<file path="src/hw/rtl/ncp_pkg.sv">
// ----------------------------------------------------------------------------
// N-gram class predictor package
// Shared constants, microcode types and the control program of the sequencer.
// ----------------------------------------------------------------------------
package ncp_pkg;

    localparam int NUM_CLASSES = 7;
    localparam int SYM_W       = 3;
    localparam int ACT_W       = 2;
    localparam int HB_W        = 5;
    localparam int CC_W        = 9;
    localparam int CFG_W       = 9;
    localparam int CFG_IDX_W   = 1;
    localparam int CLS_W       = 3;

    localparam logic [ACT_W-1:0] ACT_LEARN   = 2'd0;
    localparam logic [ACT_W-1:0] ACT_ADVANCE = 2'd1;
    localparam logic [ACT_W-1:0] ACT_PREDICT = 2'd2;

    localparam logic [CFG_IDX_W-1:0] CFG_HISTORY_BASE  = 1'd0;
    localparam logic [CFG_IDX_W-1:0] CFG_CONTEXT_COUNT = 1'd1;

    localparam logic [CLS_W-1:0] FIRST_CLASS  = 3'd1;
    localparam logic [CLS_W-1:0] SECOND_CLASS = 3'd2;
    localparam logic [CLS_W-1:0] LAST_CLASS   = 3'(NUM_CLASSES - 1);

    typedef enum logic [3:0] {
        S_CLEAR         = 4'd0,
        S_IDLE          = 4'd1,
        S_MOD_CTX       = 4'd2,
        S_MOD_CTX_WAIT  = 4'd3,
        S_SET_CTX       = 4'd4,
        S_MUL_A         = 4'd5,
        S_MUL_B         = 4'd6,
        S_CMP           = 4'd7,
        S_OUT           = 4'd8,
        S_MOD_NEXT      = 4'd9,
        S_MOD_NEXT_WAIT = 4'd10,
        S_ADV           = 4'd11,
        S_KEEP          = 4'd12
    } t_step;

    typedef enum logic [2:0] {
        COND_NEXT       = 3'd0,
        COND_ALWAYS     = 3'd1,
        COND_WAIT_START = 3'd2,
        COND_CLR_MORE   = 3'd3,
        COND_MOD_BUSY   = 3'd4,
        COND_IDX_MORE   = 3'd5,
        COND_NO_ADVANCE = 3'd6
    } t_cond;

    typedef struct packed {
        logic  busy;
        logic  clr_wr;
        logic  mod_ld_ctx;
        logic  mod_ld_next;
        logic  set_ctx;
        logic  mul_a;
        logic  mul_b;
        logic  cmp;
        logic  out;
        logic  ctx_adv;
        logic  ctx_keep;
        t_cond cond;
        t_step target;
    } t_ctrl;

    typedef struct packed {
        logic start;
        logic clr_more;
        logic mod_busy;
        logic idx_more;
        logic no_advance;
    } t_flags;

    function automatic t_ctrl ucode(input t_step step);
        t_ctrl w;
        w = '0;
        w.cond = COND_NEXT;
        w.target = S_CLEAR;
        unique case (step)
            S_CLEAR: begin
                w.busy = 1'b1; w.clr_wr = 1'b1;
                w.cond = COND_CLR_MORE; w.target = S_CLEAR;
            end
            S_IDLE: begin
                w.cond = COND_WAIT_START; w.target = S_IDLE;
            end
            S_MOD_CTX: begin
                w.busy = 1'b1; w.mod_ld_ctx = 1'b1;
            end
            S_MOD_CTX_WAIT: begin
                w.busy = 1'b1;
                w.cond = COND_MOD_BUSY; w.target = S_MOD_CTX_WAIT;
            end
            S_SET_CTX: begin
                w.busy = 1'b1; w.set_ctx = 1'b1;
            end
            S_MUL_A: begin
                w.busy = 1'b1; w.mul_a = 1'b1;
            end
            S_MUL_B: begin
                w.busy = 1'b1; w.mul_b = 1'b1;
            end
            S_CMP: begin
                w.busy = 1'b1; w.cmp = 1'b1;
                w.cond = COND_IDX_MORE; w.target = S_MUL_A;
            end
            S_OUT: begin
                w.busy = 1'b1; w.out = 1'b1;
                w.cond = COND_NO_ADVANCE; w.target = S_KEEP;
            end
            S_MOD_NEXT: begin
                w.busy = 1'b1; w.mod_ld_next = 1'b1;
            end
            S_MOD_NEXT_WAIT: begin
                w.busy = 1'b1;
                w.cond = COND_MOD_BUSY; w.target = S_MOD_NEXT_WAIT;
            end
            S_ADV: begin
                w.busy = 1'b1; w.ctx_adv = 1'b1;
                w.cond = COND_ALWAYS; w.target = S_IDLE;
            end
            S_KEEP: begin
                w.busy = 1'b1; w.ctx_keep = 1'b1;
                w.cond = COND_ALWAYS; w.target = S_IDLE;
            end
            default: begin
                w.busy = 1'b1;
                w.cond = COND_ALWAYS; w.target = S_IDLE;
            end
        endcase
        return w;
    endfunction

endpackage

</file>
<file path="src/hw/rtl/ncp_seq.sv">
// ----------------------------------------------------------------------------
// N-gram class predictor sequencer
// Step counter with the control program table and conditional jumps.
// ----------------------------------------------------------------------------
module ncp_seq (
    input  logic           i_clk,
    input  logic           i_rst_n,
    input  ncp_pkg::t_flags i_flags,
    output ncp_pkg::t_ctrl  o_ctrl
);
    import ncp_pkg::*;

    t_step r_step;
    t_step n_step;
    t_ctrl ctrl;
    logic  take;

    always_comb begin
        ctrl = ucode(r_step);
    end

    always_comb begin
        take = 1'b0;
        unique case (ctrl.cond)
            COND_NEXT:       take = 1'b0;
            COND_ALWAYS:     take = 1'b1;
            COND_WAIT_START: take = !i_flags.start;
            COND_CLR_MORE:   take = i_flags.clr_more;
            COND_MOD_BUSY:   take = i_flags.mod_busy;
            COND_IDX_MORE:   take = i_flags.idx_more;
            COND_NO_ADVANCE: take = i_flags.no_advance;
            default:         take = 1'b1;
        endcase
        n_step = take ? ctrl.target : t_step'(r_step + 4'd1);
    end

    always_ff @(posedge i_clk) begin
        if (!i_rst_n) begin
            r_step <= S_CLEAR;
        end else begin
            r_step <= n_step;
        end
    end

    assign o_ctrl = ctrl;

endmodule

</file>
<file path="config.mk">
export PLATFORM = sky130hd
export DESIGN_NAME = ncp_seq
export DESIGN_NICKNAME = d
export VERILOG_FILES = /design/src/hw/rtl/ncp_pkg.sv /design/src/hw/rtl/ncp_seq.sv
export SDC_FILE = /design/constraint.sdc
export NUM_CORES = 1
export LEC_CHECK = 0
export BUFFER_PORTS_ARGS = -buffer_cell sky130_fd_sc_hd__buf_2
export CAP_MARGIN = 20
export CORE_AREA = 2 2 39 41
export CTS_CLUSTER_SIZE = 8
export DETAILED_ROUTE_END_ITERATION = 10
export DIE_AREA = 0 0 41 43
export GPL_TIMING_DRIVEN = 0
export PLACE_DENSITY_LB_ADDON = 0.05
export SYNTH_ARGS = -nofsm -noshare
export SYNTH_HDL_FRONTEND = slang
export SYNTH_SLANG_ARGS = --single-unit
</file>
<file path="constraint.sdc">
create_clock -name i_clk -period 2.8 [get_ports i_clk]
set_input_delay 0.14 -clock i_clk [delete_from_list [all_inputs] [get_ports i_clk]]
set_output_delay 0.14 -clock i_clk [all_outputs]
set_load 0.01 [all_outputs]
</file>
==> impl_summary.md <==
Final layout
The number of diodes is 0. After filler insertion, the fill cell instance count of the layout stands at 152. Once layout is done, the placed cells without fillers occupy 628 um2. Leaving out fill and tap cells, the most frequent cells in the layout are buf_2 (24), nand2_1 (8), and2_1 (6), nor2b_1 (5). The largest registers in the layout are r_step x4. The post-synthesis to final-layout area growth is 34.9%.

The fraction of final layout cells sized beyond drive strength 1 is between 30% and 40%. The register with the most flip-flops is r_step. The multi-input combinational cells in the finished layout cover a total of between 300 and 400 um2. The most common library cell in the layout ignoring fill and taps is buf_2. Across the whole layout, storage elements account for 80.1 um2. After the last flow step, the layout net total stands at 100. The register with the most flip-flops in the layout has 4 of them.

STA
The final sum of negative setup slack is 0 ns. After layout, the minimum clock period comes to approximately 2.3 ns. Setup violations remaining at the end of the flow were counted as 0. For the pin with the worst max-slew slack, the measured transition is roughly 0.53 ns.

The period utilization is 82.6%. The worst relative slew slack is between 60 and 70%. Clock skew on the completed layout was measured at 0.00279 ns. The timing-limited maximum frequency is 432 MHz.

Across all hold checks on the routed design, the worst slack comes to 0.185 ns. The number of max-slew violations in the final report is 0. The final hold violation count is 0. Setup repair after global routing left no endpoint under its margin.

Die
The overall die area is approximately 1800 um2. The vertical die dimension is 43 um. The standard-cell row count is 14. Once the floorplan was initialized, standard cells occupied 33.6% of the core. The floorplan step set the die width to 41 um.

The number of placed I/O pins is 25. The standard cell core area is 1380 um2.

Clocking
The TritonCTS clock tree is done. The total number of clock tree sinks is 4. Buffers inserted to repair hold after CTS numbered 0.

In this run, post-CTS repair resized a total of 0 instances. The clock slew seen by the registers of the worst setup and hold paths is 0.04 ns. The number of buffers inserted during clock tree synthesis is 3.

The level count of the clock H-tree is 1. In this run the post-CTS setup repair buffer count came out at 0. The buffer depth of the longest clock path is 2. The tree is rooted in a clkbuf_4. Clock latency on the worst-skew pair, taken at its later pin, is 0.23 ns.

Route
The sum of routed wire length over all layers is 1140 um. The number of nets with antenna violations after detailed routing is 0. The pre-antenna-repair detailed-routing pass consisted of 4 iterations. After detailed routing, the number of remaining DRC violations is 0. For this block, the initial DRC count from the detailed router was 7. The routed layout has 503 vias. After detailed routing, the average wire length per cell comes to ~11 um. The number of vias per cell after detailed routing is around 5.

Worst setup path
The category of the most critical setup path is register to register. The critical path startpoint category is a register. The arrival time at the worst endpoint is between 2 and 2.5 ns. The number of cells on the worst reg-to-reg path is 7. For flop-to-flop paths, the worst setup slack is 0.49 ns. The type of element capturing the critical path is a register. The startpoint identified for the worst register-to-register timing path is r_step[0].

For the worst setup path, the data required time is 2.92 ns. The endpoint identified for the worst register-to-register timing path is r_step[1]. The biggest fanout along the worst timing path is 7.

Placed design
The instance area at placement is just over 600 um2. Routability-driven placement finished with a final weighted congestion of 0.715. In this run the tool buffered the top-level ports with 24 buffer cells. The estimated wirelength of the detail-placed design is just over 900 um.

Yosys
The number of nets produced by synthesis is 71. The sequential area share after synthesis is 17.2%. The number of different library cells used by synthesis comes to 26. The post-synthesis instance total is 60. The synthesized design contains 4 register bits. The combined area of all synthesized cells is roughly 470 um2.

The synthesized area per cell is ~7.8 um2. The number of warnings printed during yosys synthesis is 0.

Power
The power share of the combinational group is between 70 and 80%. The areal power density over the cells is 1270 nW/um2. The switching share of total power is 48.7%.

The share of power burned in the clock network is 9.0%. The worst-case IR drop observed on VDD is 0.503 mV. The power spent charging and discharging nets is slightly below 0.4 mW.

The internal power of the cells totals 0.409 mW. The power share of the sequential group is 13.3%. The leakage component of the power is approximately 0.35 nW.

Run status
The flow ran to the end, and the final reports show no timing, DRC or antenna violations.

Hold path
The endpoint of the worst hold path is r_step[0]. The worst hold-check path type is input port to register. The startpoint identified for the worst hold timing path is i_rst_n.

The worst hold path stage count is 2.

GRT
After global routing the overflow that remains totals 0. Global routing used 25.0% of the available met2 tracks. The global routing's busiest layer is met2. The number of global-route vias before repair is 461. The wire length of the first global-routing pass is 1830 um. The global routing met1 resource utilization is 18.4%. The initial antenna violation count is 0.

Global routing consumed, over all layers together, 15.0% of the routing resources. For met3 alone, demand over resource in global routing was 1.57%. Entering global routing, the biggest net connects 11 pins.

Job
The total of max-cap violations is 0.
==> through the flow <==
| step | util [%] | worst slack, ns | std cells | power (mW) |
|---|---|---|---|---|
| global placement | 43.8 | 0.498 | 100 | 0.731 |
| CTS | 45.4 | 0.459 | 103 | 0.809 |
| floorplan | - | 0.666 | 60 | 0.553 |
| global route | 45.4 | 0.328 | 103 | 0.878 |
| detailed placement | 43.8 | 0.473 | 100 | 0.734 |
| finish | 45.4 | 0.486 | 103 | 0.799 |
==> cell families (layout without fill, tap and decap cells) <==
family	Yosys count	count (layout)	synth area share, %
adders and majority gates	4	4	10.8
and+or+nand+nor	29	29	34.1
xor gates and xnor gates	2	2	3.76
AOI/OAI and AO/OA	11	11	16.7
muxes	3	3	9.14
buffers and inverters	7	34	8.33
DFF	4	4	17.2
==> cell usage after synthesis, drive strengths merged <==
library cell | instances | area [um2]
xnor2 | 1 | 8.76
nor3b | 1 | 7.51
a2111oi | 1 | 10.0
and2 | 6 | 37.5
mux2i | 2 | 20.0
nor3 | 2 | 10.0
o211a | 2 | 20.0
buf | 1 | 11.3
nor2b | 5 | 31.3
nand3 | 1 | 5.00
dfxtp | 4 | 80.1
mux4 | 1 | 22.5
nand2 | 8 | 30.0
o21ai | 3 | 15.0
nand2b | 2 | 12.5
o311ai | 1 | 8.76
ha | 4 | 50.1
or2 | 1 | 6.26
clkbuf | 1 | 3.75
or3b | 1 | 11.3
inv | 5 | 23.8
xor2 | 1 | 8.76
a21oi | 4 | 23.8
nor2 | 2 | 7.51
==> per-layer routing <==
metal / part of all wire (%) / up-vias
li1: - / 262
met1: 44 / 219
met2: 48 / 20
met3: 7.3 / 2
met4: 1.5 / 0
met5: 0 / -
==> critical path, stage by stage, from the launching register on <==
cell,delay (ns)
dfxtp_1,0.40
inv_1,0.09
ha_1,0.28
a2111oi_1,0.39
or3b_4,0.21
mux4_2,0.59
mux2i_1,0.19
nor2b_1,0.06
==> worst max-delay path by stage <==
stage                           end       from  cells past startpoint  slack, ns
final                     r_step[1]  r_step[0]                      7       0.49
after detailed placement  r_step[1]  r_step[0]                      7       0.47
after CTS                 r_step[1]  r_step[0]                      7       0.46
after global placement    r_step[1]  r_step[0]                      7       0.50
after floorplan           r_step[3]  r_step[0]                      6       0.67
after global routing      r_step[1]  r_step[0]                      7       0.33
==> layout make-up <==
type / count / share of cell area (%)
Buffer: 2 / 2.39
Clock buffer: 3 / 3.59
Inverter: 5 / 3.78
Multi-Input combinational cell: 49 / 55.2
Sequential cell: 4 / 12.7
Tap cell: 16 / 3.19
Timing Repair Buffer: 24 / 19.1
==> power groups by stage <==
stage                     registers [mW]  logic, mW  clock network, mW
final                              0.107      0.620             0.0717
after global placement             0.108      0.623                  0
after CTS                          0.107      0.628             0.0745
after global routing               0.111      0.687             0.0803
after floorplan                    0.102      0.450                  0
after detailed placement           0.108      0.625                  0
No activity file was read; power rests on OpenSTA's default activity.
