===== config.mk =====
export PLATFORM = sky130hd
export DESIGN_NAME = ncp_mod
export DESIGN_NICKNAME = d
export VERILOG_FILES = /design/src/hw/rtl/ncp_mod.sv
export SDC_FILE = /design/constraint.sdc
export NUM_CORES = 1
export LEC_CHECK = 0
export BUFFER_PORTS_ARGS = -buffer_cell sky130_fd_sc_hd__buf_4
export CORE_MARGIN = 1.5
export CORE_UTILIZATION = 57
export CTS_BUF_LIST = sky130_fd_sc_hd__clkbuf_2
export DETAILED_ROUTE_END_ITERATION = 7
export GPL_ROUTABILITY_DRIVEN = 0
export MAX_ROUTING_LAYER = met4
export PLACE_DENSITY = 0.81
export SYNTH_ARGS = -nofsm -noshare
export SYNTH_HDL_FRONTEND = slang
export SYNTH_SLANG_ARGS = --single-unit

===== constraint.sdc =====
create_clock -name i_clk -period 2.8 [get_ports i_clk]
set_input_delay 0.14 -clock i_clk [delete_from_list [all_inputs] [get_ports i_clk]]
set_output_delay 0.14 -clock i_clk [all_outputs]
set_load 0.01 [all_outputs]

===== src/hw/rtl/ncp_mod.sv =====
// ----------------------------------------------------------------------------
// N-gram class predictor modulo unit
// Restoring shift-subtract remainder, one dividend bit per cycle.
// ----------------------------------------------------------------------------
module ncp_mod #(
    parameter int DVD_W = 13,
    parameter int DVS_W = 9
) (
    input  logic             i_clk,
    input  logic             i_rst_n,
    input  logic             i_load,
    input  logic [DVD_W-1:0] i_dividend,
    input  logic [DVS_W-1:0] i_divisor,
    output logic             o_busy,
    output logic [DVS_W-1:0] o_rem
);
    localparam int CNTR_W = $clog2(DVD_W + 1);

    logic [DVD_W-1:0]  r_dvd;
    logic [DVS_W-1:0]  r_dvs;
    logic [DVS_W-1:0]  r_rem;
    logic [CNTR_W-1:0] r_cnt;
    logic [DVS_W:0]    trial;
    logic [DVS_W-1:0]  n_rem;

    always_comb begin
        trial = {r_rem, r_dvd[DVD_W-1]};
        if (trial >= {1'b0, r_dvs}) begin
            n_rem = DVS_W'(trial - {1'b0, r_dvs});
        end else begin
            n_rem = trial[DVS_W-1:0];
        end
    end

    always_ff @(posedge i_clk) begin
        if (!i_rst_n) begin
            r_cnt <= '0;
        end else if (i_load) begin
            r_cnt <= CNTR_W'(DVD_W);
        end else if (r_cnt != '0) begin
            r_cnt <= r_cnt - 1'b1;
        end
    end

    always_ff @(posedge i_clk) begin
        if (i_load) begin
            r_dvd <= i_dividend;
            r_dvs <= i_divisor;
            r_rem <= '0;
        end else if (r_cnt != '0) begin
            r_dvd <= r_dvd << 1;
            r_rem <= n_rem;
        end
    end

    assign o_busy = (r_cnt != '0);
    assign o_rem  = r_rem;

endmodule


==> impl_metrics.tcl, run 1 <==
set metrics [dict create \
    r2r_cells 9 \
    status "finished, final reports clean" \
    syn_area_sq_mm 0.00190 \
    clkLatencyLatePin_ps 390 \
    switching_share_pct 39.3 \
    grt_pass1_vias 1522 \
    slowest_delay_ps 500 \
    die-area_sq_mm 0.00369 \
    post-place-ws_ps 355 \
    drt_iter0_drc 98 \
    period_needed_ps 2470 \
    synth_common_cells "edfxtp_1 (22), inv_1 (16), nor2_1 (14)" \
    tightest_slew_ps 545 \
    top_usage_layer "met2" \
    die_width_um 60.8 \
    dp_hpwl_mm 2.75 \
    synth_seq_cells 35 \
    diodes 0 \
    row_count 20 \
    grtUsageMet1_pct 28.0 \
    setup_tns_ps 0 \
    slowest_stage "or3_1" \
    crit_type "register to register" \
    postRouteAntennaNets 0 \
    drv_cap 0 \
    synthTopCellsByArea "edfxtp_1 (35%), dfxtp_1 (14%), mux2_2 (7.7%)" \
    start_util_pct 61.3 \
    synth.distinct_cells 48 \
    numCtsBuffers 5 \
    power_frac_seq_pct 39.0 \
    grtUsageTotal_pct 24.1 \
    grt_max_degree 32 \
    powerDensity_mw_per_mm2 817 \
    synth_edf_count 22 \
    fillCellCount 241 \
    fmax_ghz 0.405 \
    ir_drop_uv 458 \
    drt_first_pass_iters 4 \
    wire_per_inst_um 14.3 \
    htree_levels 2 \
    grt_util_met2_pct 40.2 \
    rsz0062_at_grt "no" \
    critPathLaunch "r_dvd[12]" \
    clock-sinks 35 \
    io_pins 35 \
    yosysWarnings 0 \
    multi_input_area_sq_um 877 \
    wl_mm 3.75 \
    p_comb_share_pct 48.6 \
    cp_num_cells 9 \
    p_sw_w 0.000746 \
    grt_pass1_wl_mm 6.28 \
    skew_ps 29.0 \
    synthesis.nets 209 \
    io_buffers 34 \
    path_delay_family "compound AO/OA/AOI/OAI gates" \
    cp_common_cell "inv_1" \
    async_flop_share_pct 0 \
    cts_tree "built" \
    slew_viol_final 0 \
    slew_headroom_pct 63.6 \
    crit_required_ps 3110 \
    fp.dieH_um 60.8 \
    leakagePower_nw 0.984 \
    timing.rr.end "o_rem[6]" \
    cts.reportedPaths.clkPinSlew_ps 190 \
    post-route-period-util_pct 88.2 \
    path_buf_inv 2 \
    cp.arrival_ps 2780 \
    fin_nets 254 \
    post_cts_buffers 0 \
    holdCritPathClass "input port to register" \
    grt-ovfl-total 0 \
    power.share.clock_pct 12.5 \
    synthFlopType "edfxtp_1" \
    avgSynthCellArea_sq_um 11.0 \
    crit_chain "inv_1, ha_1, inv_1, fa_1, a21oi_2, a211oi_4, or3_1, mux2i_1, a211oi_1" \
    drc 0 \
    synth_most_common_cell "edfxtp_1" \
    use_met3_pct 4.90 \
    seq_area_sq_um 921 \
    netlist.area_leader.share_pct 34.7 \
    r2r_slack_ps 330 \
    startpoint_type "register" \
    critPathCaptureType "register" \
    cts-root-buf "clkbuf_2" \
    antenna_found_initial 0 \
    finalHoldViolations 0 \
    setup_viol 0 \
    cts.path.max_buffers 2 \
    internal_power_w 0.00115 \
    vias_per_cell 5.65 \
    worstReg2RegStart "r_dvd[12]" \
    cp_max_fo 6 \
    core_area_sq_mm 0.00310 \
    vias 1486 \
    endpoint "o_rem[6]" \
    synth_seq_area_share_pct 48.4 \
    synth_cells 173 \
    area_growth_pct 22.1 \
    worst_slack_ps 331 \
    layout-drive-gt1-share_pct 28.3 \
    yosys.area.top_type "edfxtp_1" \
]
-- how the worst min path moves through the flow --
stage	start	to	slack, ps	cells after the start
final	i_dividend[3]	r_dvd[3]	30	2
after floorplan	i_divisor[0]	r_dvs[0]	240	0
after global routing	i_dividend[3]	r_dvd[3]	7	2
after detailed placement	i_divisor[7]	r_dvs[7]	320	1
after CTS	i_dividend[4]	r_dvd[4]	20	2
after global placement	i_divisor[4]	r_dvs[4]	320	1
-- per-layer routing --
metal / vias to the layer above / share of wire [%]
met5: - / 0
met4: 0 / 1.6
met3: 7 / 5.4
met2: 47 / 50
met1: 713 / 43
li1: 719 / -
-- sequential cells by signal, summed over array words and instances (netlist names) --
register / cells
r_cnt: 4
r_dvs: 9
r_dvd: 13
o_rem: 9
-- per-stage QoR --
| stage | util (%) | power [W] | area, sq um | std cells | hold WS, ps |
|---|---|---|---|---|---|
| 2_1_floorplan | - | 0.00140 | 1900 | 173 | 239 |
| 3_3_place_gp | 70.2 | 0.00162 | 2180 | 245 | 318 |
| 3_5_place_dp | 70.2 | 0.00165 | 2180 | 245 | 320 |
| 4_1_cts | 74.8 | 0.00190 | 2320 | 263 | 18.5 |
| 5_1_grt | 74.8 | 0.00204 | 2320 | 263 | 6.87 |
| 6_report | 74.8 | 0.00190 | 2320 | 263 | 33.6 |
-- cell families (layout without fill, tap and decap cells) --
logic type / count (synthesis) / in the layout / share of synthesized area (%)
xor gates and xnor gates: 5 / 5 / 2.30
AOI/OAI and AO/OA: 38 / 38 / 14.7
adders and majority gates: 11 / 11 / 7.63
buffers and inverters: 24 / 70 / 5.46
and+or+nand+nor: 44 / 44 / 12.2
muxes: 16 / 16 / 9.28
DFF: 35 / 35 / 48.4
-- layout make-up --
| cell class | instances | area share [%] |
|---|---|---|
| timing repair buffer | 45 | 15.6 |
| multi-input combinational | 114 | 37.8 |
| tap | 44 | 2.37 |
| sequential | 35 | 39.7 |
| inverter | 17 | 2.75 |
| clock inverter | 2 | 0.539 |
| clock buffer | 6 | 1.29 |
-- power groups by stage --
stage | Combinational, W | Sequential (W) | Clock (W)
4_1_cts | 0.000914 | 0.000739 | 0.000244
2_1_floorplan | 0.000646 | 0.000754 | 0
5_1_grt | 0.00103 | 0.000750 | 0.000261
6_report | 0.000922 | 0.000740 | 0.000236
3_3_place_gp | 0.000873 | 0.000743 | 0
3_5_place_dp | 0.000898 | 0.000752 | 0
-- cell usage in the layout, fill, tap and decap left out, types with 2 or more instances in the layout --
cell / Yosys / final
nor2_1: 14 / 14
nand3_1: 6 / 6
mux2i_1: 3 / 3
and2_1: 2 / 2
edfxtp_1: 22 / 22
a21boi_0: 2 / 2
o211ai_1: 3 / 3
dfxtp_1: 13 / 13
clkbuf_2: 0 / 6
xnor2_1: 2 / 2
nand2b_1: 2 / 2
inv_1: 16 / 16
or3_1: 2 / 2
a21oi_1: 9 / 9
ha_1: 10 / 10
xor2_1: 3 / 3
a211oi_1: 6 / 6
o31ai_1: 2 / 2
mux2_2: 13 / 13
buf_4: 1 / 35
dlygate4sd3_1: 0 / 10
o21ai_0: 3 / 3
nand2_1: 10 / 10
-- what timing repair did --
action | CTS | global route
resized for setup | 0 | 0
hold buffers | 10 | 0
endpoints found under the hold margin | 13 | 0
Power figures use the tool's default switching activity.
==> run 2: changes to the inputs <==
ABC_AREA = 1   (was default)
CORE_UTILIZATION = 58   (was 57)
PLACE_DENSITY = 0.82   (was 0.81)
==> run 2 against run 1 <==
Effect of this change: register-to-register slack improved by 530 ps; combinational power decreased by 3.3%; first-iteration DRC count increased by 15%; via count increased by 17%; sequential share of layout area decreased by 2.7 points; die area increased by 5.2%; clock power about the same; utilization decreased by 0.81 points; wire length increased by 8.0%; critical path type unchanged; non-clock buffer count increased by 1.
==> impl_metrics.tcl, run 2 <==
set metrics [dict create \
    synth_cells 263 \
    syn_area_sq_mm 0.00204 \
    vias 1736 \
    yosys.area.top_type "edfxtp_1" \
    powerDensity_mw_per_mm2 746 \
    antenna_found_initial 0 \
    synthFlopType "edfxtp_1" \
    rsz0062_at_grt "no" \
    die-area_sq_mm 0.00388 \
    largest_reg_flops 13 \
    netlist.area_leader.share_pct 32.4 \
    startpoint_type "register" \
    io_pins 35 \
    dp_hpwl_mm 3.02 \
    wire_per_inst_um 11.3 \
    layout-drive-gt1-share_pct 17.9 \
    crit_required_ps 3080 \
    synthTopCellsByArea "edfxtp_1 (32%), nand2_1 (17%), dfxtp_1 (13%)" \
    start_util_pct 60.7 \
    fp.dieH_um 62.3 \
    synth_edf_count 22 \
    leakagePower_nw 1.34 \
    r2r_cells 14 \
    cts.reportedPaths.clkPinSlew_ps 140 \
    crit_chain "inv_1, ha_1, inv_1, fa_1, nand2_1, nand2_2, nand3_2, nand2_4, nand2_4, nand2_8, nand2_1, nand3_1, nand2_1, inv_1" \
    io_buffers 34 \
    critPathCaptureType "register" \
    hold_slack_ps 26.1 \
    cp.arrival_ps 2210 \
    synth_most_common_cell "nand2_1" \
    slew_viol_final 0 \
    cts-root-buf "clkbuf_2" \
    htree_levels 2 \
    synth_seq_cells 35 \
    row_count 21 \
    yosysWarnings 0 \
    status "finished, final reports clean" \
    grt_max_degree 26 \
    drc 0 \
    post-route-period-util_pct 69.2 \
    crit_type "register to register" \
    regMostFlops "r_dvd" \
    finalHoldViolations 0 \
    tightest_slew_ps 609 \
    drv_cap 0 \
    ctsResizeCount 0 \
    clock-sinks 35 \
    synthesis.nets 299 \
    area_growth_pct 22.0 \
    slowest_delay_ps 420 \
    synth_common_cells "nand2_1 (91), inv_1 (48), edfxtp_1 (22)" \
    period_needed_ps 1940 \
    cts_tree "built" \
    fin_cells 358 \
    cts.path.max_buffers 2 \
    core_area_sq_mm 0.00336 \
    final_common_cell "nand2_1" \
    grtUsageTotal_pct 23.9 \
    wl_mm 4.05 \
    cp_max_fo 8 \
    fmax_ghz 0.516 \
    fin_nets 347 \
    postRouteAntennaNets 0 \
    vias_per_cell 4.85 \
    placedCellCount 338 \
    ir_drop_uv 432 \
    numCtsBuffers 5 \
    die_width_um 62.3 \
    synth_seq_area_share_pct 45.1 \
    slew_headroom_pct 59.3 \
    diodes 0 \
    drt_iter0_drc 113 \
    hold_depth 3 \
    post_cts_buffers 0 \
    holdCritPathClass "input port to register" \
    drt_first_pass_iters 4 \
    avgSynthCellArea_sq_um 7.76 \
    postCtsHoldBufs 11 \
    clkLatencyLatePin_ps 380 \
    setup_tns_ps 0 \
    slowest_stage "edfxtp_1" \
    grt_pass1_wl_mm 7.13 \
    layout_common_cells "nand2_1 (91), inv_1 (48), buf_4 (34), edfxtp_1 (22), nand3_1 (17)" \
    setup_viol 0 \
    async_flop_share_pct 0 \
    synth.distinct_cells 29 \
    grt-ovfl-total 0 \
    grt_pass1_vias 1636 \
    skew_ps 26.4 \
]
## run 2: kinds of logic (layout without fill, tap and decap cells)
family | after synthesis | count (layout) | synth area share, %
fa+ha+maj | 11 | 11 | 7.11
xor+xnor | 3 | 3 | 1.29
flops | 35 | 35 | 45.1
buf+inv | 56 | 105 | 10.7
compound gates | 19 | 19 | 4.91
simple gates | 139 | 139 | 30.9
## run 2: where the power goes
group	switching [W]	leakage (nW)	internal [W]
registers	0.0000841	0.336	0.000646
clock network	0.000162	0.0332	0.0000737
logic	0.000534	0.974	0.000358
total	0.000780	1.34	0.00108
## run 2: path summary, 6_finish.rpt
path | start | end | slack, ps
max | r_dvd[12] | o_rem[5] | 860
max reg2reg | r_dvd[12] | o_rem[5] | 860
min | i_dividend[0] | r_dvd[0] | 30
min reg2reg | r_cnt[0] | r_cnt[0] | 510
## run 2: routing by layer
metal	routed length, um	track usage, %	up-vias	part of all wire, %
met4	45	5.83	0	1.1
met2	2010	39.4	43	50
li1	-	-	920	-
met3	161	4.89	6	4.0
met1	1840	30.6	767	45
met5	0	-	-	0
## run 2: final cells by class
cell class / count / area (sq um)
multi-input combinational: 172 / 902
tap: 46 / 57.6
sequential: 35 / 921
fill: 272 / 873
timing repair buffer: 46 / 375
clock buffer: 8 / 40.0
inverter: 51 / 194
## run 2: critical path, delay by kind of cell, from the launching register on
kind                       cells  cell delay (ps)
adders and majority gates      2              520
and+or+nand+nor                9              740
buffers and inverters          3              170
DFF                            1              420
## run 2: stage by stage
stage / total power, W / utilization (%) / cell area [sq um] / setup slack, ps
3_3_place_gp: 0.00159 / 69.3 / 2330 / 928
6_report: 0.00186 / 74.0 / 2490 / 863
5_1_grt: 0.00202 / 74.0 / 2490 / 735
4_1_cts: 0.00186 / 73.7 / 2480 / 870
3_5_place_dp: 0.00162 / 69.3 / 2330 / 847
2_1_floorplan: 0.00136 / - / 2040 / 1040
